`src/rkl_pkg.sv`:
```
package rkl_pkg;

   localparam int unsigned KeyCount = 15;

   localparam logic [15:0] DebounceReset = 16'd20;
   localparam logic [15:0] FlashReset    = 16'd1000;
   localparam logic [15:0] RefreshReset  = 16'd10;
   localparam logic [7:0]  DriveReset    = 8'hFF;
   localparam logic [3:0]  FlashBit      = 4'd7;
   localparam logic [15:0] CountMax      = 16'hFFFF;

   localparam logic [3:0] KEY_CODES [KeyCount] = '{
      4'h1, 4'h2, 4'h4, 4'hA, 4'hB, 4'h6, 4'h7, 4'hC,
      4'h9, 4'h3, 4'hE, 4'hD, 4'hF, 4'h8, 4'h5
   };

   localparam logic [3:0] KeyNone     = 4'd0;
   localparam logic [3:0] KeyLastFlip = 4'd8;

   typedef enum logic [1:0] {
      CSR_DEBOUNCE = 2'd0,
      CSR_FLASH    = 2'd1,
      CSR_REFRESH  = 2'd2,
      CSR_BLANK    = 2'd3
   } csr_index_type;

   typedef struct packed {
      logic [15:0] count;
      logic        fire;
   } timer_next_type;

   function automatic logic [3:0] decode_key(input logic [3:0] code);
      logic [3:0] key;
      key = KeyNone;
      for (int i = 0; i < KeyCount; i++) begin
         if (KEY_CODES[i] == code) begin
            key = 4'(i + 1);
         end
      end
      return key;
   endfunction

   function automatic timer_next_type timer_step(input logic [15:0] count,
                                                 input logic [15:0] period);
      timer_next_type nxt;
      nxt.count = count;
      nxt.fire  = 1'b0;
      if (count != 16'd0) begin
         if (count == 16'd1) begin
            nxt.count = period;
            nxt.fire  = 1'b1;
         end else begin
            nxt.count = count - 16'd1;
         end
      end
      return nxt;
   endfunction

endpackage

```
`src/rkl_if.sv`:
```
interface rkl_req_if;
   logic       valid;
   logic       ready;
   logic [3:0] remote_code;

   modport source(output valid, output remote_code, input ready);
   modport sink(input valid, input remote_code, output ready);
endinterface

interface rkl_rsp_if;
   logic        valid;
   logic        ready;
   logic [7:0]  drive_byte;
   logic [15:0] led_word;
   logic        key_event;
   logic [3:0]  key_number;

   modport source(output valid, output drive_byte, output led_word, output key_event,
                  output key_number, input ready);
   modport sink(input valid, input drive_byte, input led_word, input key_event,
                input key_number, output ready);
endinterface

```
`src/remote_key_led_controller.sv`:
```
// Channel | Direction | Payload
// req     | in        | remote_code[3:0]
// rsp     | out       | drive_byte[7:0], led_word[15:0], key_event, key_number[3:0]
// csr     | in        | APB write/read, four registers at 0x0, 0x4, 0x8, 0xC
//
// Each beat passes through the input register and then the result register;
// one beat per cycle sustained while the result side is not stalled.
// The debounce, timer and LED state update as a beat moves into the result register.
// Synchronous active-high reset restores the register defaults and LED state.
// A stalled result holds the result register; the input register fills only while it is empty.
module remote_key_led_controller (
   input  logic        clock,
   input  logic        reset,
   rkl_req_if.sink     req,
   rkl_rsp_if.source   rsp,
   input  logic        csr_psel,
   input  logic        csr_penable,
   input  logic        csr_pwrite,
   input  logic [3:0]  csr_paddr,
   input  logic [31:0] csr_pwdata,
   output logic [31:0] csr_prdata,
   output logic        csr_pready
);

   logic [15:0] debounce_ff, flash_period_ff, refresh_period_ff;
   logic        blank_ff;

   logic        in_valid_ff;
   logic [3:0]  in_code_ff;

   logic [15:0] press_count_ff, press_count_in;
   logic        press_lock_ff, press_lock_in;
   logic [15:0] led_ff, led_in;
   logic [15:0] flash_timer_ff, flash_timer_in;
   logic [15:0] refresh_timer_ff, refresh_timer_in;
   logic [7:0]  drive_ff, drive_in;

   logic        out_valid_ff;
   logic        event_ff, event_in;
   logic [3:0]  key_ff, key_in;

   logic        out_load;
   logic        in_load;
   logic        csr_write;
   logic [15:0] count_inc;
   logic [3:0]  key_dec;
   logic [15:0] key_mask;
   rkl_pkg::timer_next_type flash_nxt, refresh_nxt;
   rkl_pkg::csr_index_type  csr_idx;

   assign out_load  = in_valid_ff && (!out_valid_ff || rsp.ready);
   assign in_load   = !in_valid_ff || out_load;
   assign req.ready = in_load;

   assign csr_idx    = rkl_pkg::csr_index_type'(csr_paddr[3:2]);
   assign csr_write  = csr_psel && csr_penable && csr_pwrite;
   assign csr_pready = 1'b1;

   always_comb begin
      case (csr_idx)
         rkl_pkg::CSR_DEBOUNCE: csr_prdata = {16'd0, debounce_ff};
         rkl_pkg::CSR_FLASH:    csr_prdata = {16'd0, flash_period_ff};
         rkl_pkg::CSR_REFRESH:  csr_prdata = {16'd0, refresh_period_ff};
         rkl_pkg::CSR_BLANK:    csr_prdata = {31'd0, blank_ff};
         default:               csr_prdata = 32'd0;
      endcase
   end

   assign count_inc = (press_count_ff != rkl_pkg::CountMax) ? press_count_ff + 16'd1
                                                            : press_count_ff;
   assign key_dec   = rkl_pkg::decode_key(in_code_ff);
   assign key_mask  = (key_dec == rkl_pkg::KeyNone) ? 16'd0
                                                    : 16'd1 << (key_dec - 4'd1);
   assign flash_nxt   = rkl_pkg::timer_step(flash_timer_ff, flash_period_ff);
   assign refresh_nxt = rkl_pkg::timer_step(refresh_timer_ff, refresh_period_ff);

   always_comb begin
      press_count_in = press_count_ff;
      press_lock_in  = press_lock_ff;
      led_in         = led_ff;
      event_in       = 1'b0;
      key_in         = rkl_pkg::KeyNone;
      drive_in       = drive_ff;

      if (in_code_ff == 4'd0) begin
         press_lock_in  = 1'b0;
         press_count_in = 16'd0;
      end else if (!press_lock_ff) begin
         press_count_in = count_inc;
         if (count_inc >= debounce_ff) begin
            press_lock_in = 1'b1;
            event_in      = 1'b1;
            key_in        = key_dec;
            if (key_dec <= rkl_pkg::KeyLastFlip) begin
               led_in = led_ff ^ key_mask;
            end else begin
               led_in = led_ff | key_mask;
            end
         end
      end

      flash_timer_in = flash_nxt.count;
      if (flash_nxt.fire) begin
         led_in[rkl_pkg::FlashBit] = ~led_in[rkl_pkg::FlashBit];
      end

      refresh_timer_in = refresh_nxt.count;
      if (refresh_nxt.fire) begin
         if (blank_ff) begin
            led_in[7:0] = 8'd0;
         end
         drive_in = ~led_in[7:0];
      end
   end

   always_ff @(posedge clock) begin
      if (reset) begin
         debounce_ff       <= rkl_pkg::DebounceReset;
         flash_period_ff   <= rkl_pkg::FlashReset;
         refresh_period_ff <= rkl_pkg::RefreshReset;
         blank_ff          <= 1'b0;
         in_valid_ff       <= 1'b0;
         out_valid_ff      <= 1'b0;
         press_count_ff    <= 16'd0;
         press_lock_ff     <= 1'b0;
         led_ff            <= 16'd0;
         flash_timer_ff    <= rkl_pkg::FlashReset;
         refresh_timer_ff  <= rkl_pkg::RefreshReset;
         drive_ff          <= rkl_pkg::DriveReset;
      end else begin
         if (csr_write) begin
            case (csr_idx)
               rkl_pkg::CSR_DEBOUNCE: debounce_ff       <= csr_pwdata[15:0];
               rkl_pkg::CSR_FLASH:    flash_period_ff   <= csr_pwdata[15:0];
               rkl_pkg::CSR_REFRESH:  refresh_period_ff <= csr_pwdata[15:0];
               rkl_pkg::CSR_BLANK:    blank_ff          <= csr_pwdata[0];
               default:               blank_ff          <= blank_ff;
            endcase
         end
         if (in_load) begin
            in_valid_ff <= req.valid;
         end
         if (out_load) begin
            out_valid_ff     <= 1'b1;
            press_count_ff   <= press_count_in;
            press_lock_ff    <= press_lock_in;
            led_ff           <= led_in;
            flash_timer_ff   <= flash_timer_in;
            refresh_timer_ff <= refresh_timer_in;
            drive_ff         <= drive_in;
         end else if (rsp.ready) begin
            out_valid_ff <= 1'b0;
         end
      end
   end

   always_ff @(posedge clock) begin
      if (in_load) begin
         in_code_ff <= req.remote_code;
      end
      if (out_load) begin
         event_ff <= event_in;
         key_ff   <= key_in;
      end
   end

   assign rsp.valid      = out_valid_ff;
   assign rsp.drive_byte = drive_ff;
   assign rsp.led_word   = led_ff;
   assign rsp.key_event  = event_ff;
   assign rsp.key_number = key_ff;

endmodule

```
`src/flat_wrapper.sv`:
```
// flat-port wrapper written by rule: the top's interface ports become plain ports
module remote_key_led_controller_flat 
  (clock, reset, csr_psel, csr_penable, csr_pwrite, csr_paddr, csr_pwdata, csr_prdata, csr_pready, req_valid, req_remote_code, req_ready, rsp_valid, rsp_drive_byte, rsp_led_word, rsp_key_event, rsp_key_number, rsp_ready);
  rkl_req_if req_i ();
  rkl_rsp_if rsp_i ();
  input  logic clock;
  input  logic reset;
  input  logic csr_psel;
  input  logic csr_penable;
  input  logic csr_pwrite;
  input  logic [3:0] csr_paddr;
  input  logic [31:0] csr_pwdata;
  output logic [31:0] csr_prdata;
  output logic csr_pready;
  input wire logic [$bits(req_i.valid)-1:0] req_valid;
  input wire logic [$bits(req_i.remote_code)-1:0] req_remote_code;
  output wire logic [$bits(req_i.ready)-1:0] req_ready;
  output wire logic [$bits(rsp_i.valid)-1:0] rsp_valid;
  output wire logic [$bits(rsp_i.drive_byte)-1:0] rsp_drive_byte;
  output wire logic [$bits(rsp_i.led_word)-1:0] rsp_led_word;
  output wire logic [$bits(rsp_i.key_event)-1:0] rsp_key_event;
  output wire logic [$bits(rsp_i.key_number)-1:0] rsp_key_number;
  input wire logic [$bits(rsp_i.ready)-1:0] rsp_ready;
  assign req_i.valid = req_valid;
  assign req_i.remote_code = req_remote_code;
  assign req_ready = req_i.ready;
  assign rsp_valid = rsp_i.valid;
  assign rsp_drive_byte = rsp_i.drive_byte;
  assign rsp_led_word = rsp_i.led_word;
  assign rsp_key_event = rsp_i.key_event;
  assign rsp_key_number = rsp_i.key_number;
  assign rsp_i.ready = rsp_ready;
  remote_key_led_controller u_core (.clock(clock), .reset(reset), .req(req_i), .rsp(rsp_i), .csr_psel(csr_psel), .csr_penable(csr_penable), .csr_pwrite(csr_pwrite), .csr_paddr(csr_paddr), .csr_pwdata(csr_pwdata), .csr_prdata(csr_prdata), .csr_pready(csr_pready));
endmodule
```
`config.mk`:
```
export PLATFORM = sky130hd
export DESIGN_NAME = remote_key_led_controller_flat
export DESIGN_NICKNAME = d
export VERILOG_FILES = /design/src/rkl_pkg.sv /design/src/rkl_if.sv /design/src/remote_key_led_controller.sv /design/src/flat_wrapper.sv
export SDC_FILE = /design/constraint.sdc
export NUM_CORES = 1
export LEC_CHECK = 0
export BUFFER_PORTS_ARGS = -buffer_cell sky130_fd_sc_hd__clkbuf_2
export CAP_MARGIN = 20
export CORE_MARGIN = 4
export CORE_UTILIZATION = 40
export DETAILED_ROUTE_END_ITERATION = 10
export PLACE_DENSITY = 0.61
export SLEW_MARGIN = 20
export SYNTH_ARGS = -nofsm -noshare
export SYNTH_HDL_FRONTEND = slang
export SYNTH_SLANG_ARGS = --single-unit
```
`constraint.sdc`:
```
create_clock -name clock -period 5.3 [get_ports clock]
set_input_delay 0.265 -clock clock [delete_from_list [all_inputs] [get_ports clock]]
set_output_delay 0.265 -clock clock [all_outputs]
set_load 0.02 [all_outputs]
```
==> impl_metrics.ini <==
[placement]
place_area_sq_um = 8130
place_ws_ps = 1030
portBuffers = 75
gp_congestion = 0.858
dpl.hpwl_mm = 15.0

[worst_setup_path]
start_kind = flip-flop
rr_startpoint = u_core.press_count_ff[4]
cp_top_family = simple AND/OR/NAND/NOR gates
cp.buffers_inverters = 1
r2r-end = u_core.rsp.led_word[0]
rr_worst_depth = 13
crit_arrival_ps = 4660
endpoint_kind = flip-flop
rrSetupSlack_ps = 960
crit_required_ps = 5620
crit_chain = and4_1 > nand3_1 > nor4_1 > o211ai_1 > o21a_1 > ha_1 > nand4_1 > or3_1 > o31ai_1 > o21ai_1 > inv_2 > nand2_1 > o32ai_1
critPathMaxFanout = 9
setup.worst_path.class = flip-flop to flip-flop
cp_slowest_cell = nor4_1
slowest_delay_ps = 500

[timing]
final.setup.worst_slack_ps = 961
hold_viol = 0
fmax_mhz = 230
finalCritPeriodShare = 0.819
rsz0062_at_grt = no
maxSlewViolCount = 0
finalClockSkew_ps = 8.64
period_needed_ps = 4340
slew_headroom = 0.286
tightest_slew_ps = 1070
tns_ps = 0
setup_viol = 0

[cells_and_area]
final_util = 0.465
fin_area_sq_um = 8730
antenna_cells = 0
nNetsFinal = 1131
drive_gt1_frac = 0.135
nFillCells = 1919
area_delta_synth_final_pct = 14.2

[global_routing]
first_global_vias = 6530
antenna_found_initial = 0
grt_pass1_wl_mm = 34.2
gr-total-overflow = 0
grt_util_all_layers = 0.196
grt_max_degree = 91

[clock_network]
clk_pin_slew_ps = 60
post_cts_resized = 0
post-cts-setup-buffers = 0
numClockSinks = 133
cts-root-buf = clkbuf_16
hold_buffers = 2
numCtsBuffers = 17
cts.path.max_buffers = 2
cts_tree = done
htreeDepth = 4
clk_latency_ps = 430

[power_and_ir_drop]
p_leak_nw = 3.36
seqPwrFrac = 0.436
p_sw_frac = 0.267
power_switching_w = 0.000640
power_density_nw_per_um2 = 275
p_comb_frac = 0.085
ir_worst_vdd_uv = 218
internal_power_w = 0.00176
clkPwrFrac = 0.478

[logic_synthesis]
synthFlopType = dfxtp_1
netlist_area_sq_um = 7640
avgSynthCellArea_sq_um = 7.70
synth_seq_cells = 133
yosys_warnings = 0
synth_edf_count = 9
seq_area_frac_synth = 0.360
synthCells = 993
yosysUniqueCellTypes = 72
async_flop_share = 0

[die]
die_h_um = 146
initial_utilization = 0.407
num_rows = 50
ios = 111
dieArea_sq_um = 21400
core_sq_um = 18800
die_w_um = 146

[run_status]
outcome = finished, final reports clean

[min_path]
worstHoldEndpoint = u_core.in_code_ff[0]
min_from = req_remote_code[0]
worst_hold_path_type = input pin to flip-flop
worstHoldPathCells = 1

[detailed_routing]
drc = 0
drt_iter0_markers = 484
route.vias.total = 7052
first_pass_iters = 5
wl_per_cell_um = 16.3
viasPerCell = 5.45
finalWirelength_mm = 21.1
final_antenna_net_count = 0

[flow_run]
cap_violations = 0
==> Yosys cell counts, types with 7 or more instances <==
cell      number  share of area
a211oi_1      12          0.012
a21oi_1       93          0.061
a22oi_1       10         0.0098
a31oi_1        8         0.0065
and3_1         9         0.0074
buf_4         20          0.020
clkbuf_1      42          0.021
dfxtp_1      124           0.32
edfxtp_1       9          0.035
ha_1          37          0.061
inv_1         48          0.024
mux2_2         7          0.010
mux2i_1       28          0.037
nand2_1      186          0.091
nand2b_1       8         0.0065
nand3_1       37          0.024
nand4_1        9         0.0074
nor2_1        78          0.038
nor3_1        17          0.011
o211ai_1       8         0.0079
o21ai_0       79          0.052
o32ai_1        8         0.0092
or3_1          7         0.0057
==> flip-flops by register name, indices dropped and copies added, names as in the netlist <==
name / cells
u_core.blank_ff: 1
u_core.debounce_ff: 16
u_core.flash_period_ff: 16
u_core.flash_timer_ff: 16
u_core.in_code_ff: 4
u_core.in_valid_ff: 1
u_core.press_count_ff: 16
u_core.press_lock_ff: 1
u_core.refresh_period_ff: 16
u_core.refresh_timer_ff: 16
u_core.rsp.drive_byte: 8
u_core.rsp.key_event: 1
u_core.rsp.key_number: 4
u_core.rsp.led_word: 16
u_core.rsp.valid: 1
==> per-layer routing <==
layer / part of all wire / GRT usage / wire (um) / vias up
met2: 0.46 / 0.306 / 9630 / 183
met5: 0 / 0 / 0 / -
met3: 0.050 / 0.0345 / 1040 / 24
met1: 0.48 / 0.277 / 10100 / 3272
li1: - / - / - / 3573
met4: 0.016 / 0.0593 / 343 / 0
==> worst max path at each step <==
stage / end / depth (start not counted) / slack [ps] / from
5_1_grt: u_core.rsp.led_word[5] / 13 / 550 / u_core.press_count_ff[4]
3_3_place_gp: u_core.rsp.led_word[5] / 14 / 1110 / u_core.press_count_ff[0]
6_report: u_core.rsp.led_word[0] / 13 / 960 / u_core.press_count_ff[4]
2_1_floorplan: u_core.rsp.led_word[0] / 14 / 1750 / u_core.press_count_ff[0]
4_1_cts: u_core.rsp.led_word[4] / 13 / 1010 / u_core.press_count_ff[4]
3_5_place_dp: u_core.rsp.led_word[0] / 14 / 1030 / u_core.press_count_ff[0]
==> per-stage QoR <==
stage          cells  total power (W)  hold WS (ps)
6_report        1294          0.00240          24.5
5_1_grt         1294          0.00249          7.53
4_1_cts         1294          0.00241          7.81
3_5_place_dp    1260          0.00127           445
3_3_place_gp    1260          0.00127           443
2_1_floorplan   1009          0.00121           364
==> layout by cell type, fill, tap and decap left out, types with 5 or more instances in the layout <==
| cell | instances |
|---|---|
| buf_4 | 13 |
| a22oi_1 | 10 |
| edfxtp_1 | 9 |
| o32ai_1 | 8 |
| o31ai_1 | 5 |
| nand4_1 | 9 |
| nand2b_1 | 8 |
| clkbuf_2 | 74 |
| xnor2_1 | 6 |
| o211ai_1 | 8 |
| o21ai_0 | 79 |
| conb_1 | 18 |
| clkbuf_16 | 17 |
| and3_1 | 9 |
| mux2_2 | 7 |
| nor2_1 | 78 |
| or3_1 | 7 |
| dfxtp_1 | 124 |
| a21oi_1 | 92 |
| a211oi_1 | 12 |
| inv_1 | 48 |
| a31oi_1 | 8 |
| a21o_1 | 5 |
| nor2b_1 | 6 |
| nand3_1 | 37 |
| nor4_1 | 6 |
| xor2_1 | 5 |
| nand2_1 | 186 |
| ha_1 | 37 |
| mux2i_1 | 28 |
| nor3_1 | 16 |
==> final cells by class <==
cell class	instances	area [sq um]	area share
multi-input cells	754	4430	0.508
well taps	234	293	0.0335
flip-flops and latches	133	2750	0.315
repair buffers	90	493	0.0565
clock inverters	13	125	0.0143
clock buffers	19	443	0.0508
inverters	51	191	0.0219
==> worst reg2reg max path: cells and delay by family, from the launching register on <==
family / cells / cell delay [ps]
AND/OR/NAND/NOR: 6 / 1780
AO/OA/AOI/OAI: 5 / 1400
flip-flops: 1 / 440
adder cells (fa/ha/maj): 1 / 320
buffers and inverters: 1 / 300
==> cells by family after synthesis <==
| group | synth area share |
|---|---|
| simple gates | 0.228 |
| compound gates | 0.217 |
| flops | 0.360 |
| buf+inv | 0.0707 |
| fa+ha+maj | 0.0606 |
| mux | 0.0499 |
| xor+xnor | 0.0126 |
| other cells | 0.000983 |
==> power by group through the flow <==
stage          clock network, W  registers (W)  logic, W
3_3_place_gp                  0        0.00107  0.000199
2_1_floorplan                 0        0.00106  0.000153
4_1_cts                 0.00116        0.00105  0.000203
5_1_grt                 0.00121        0.00105  0.000228
3_5_place_dp                  0        0.00107  0.000201
6_report                0.00115        0.00105  0.000205
(Power assumes the default switching activity.)
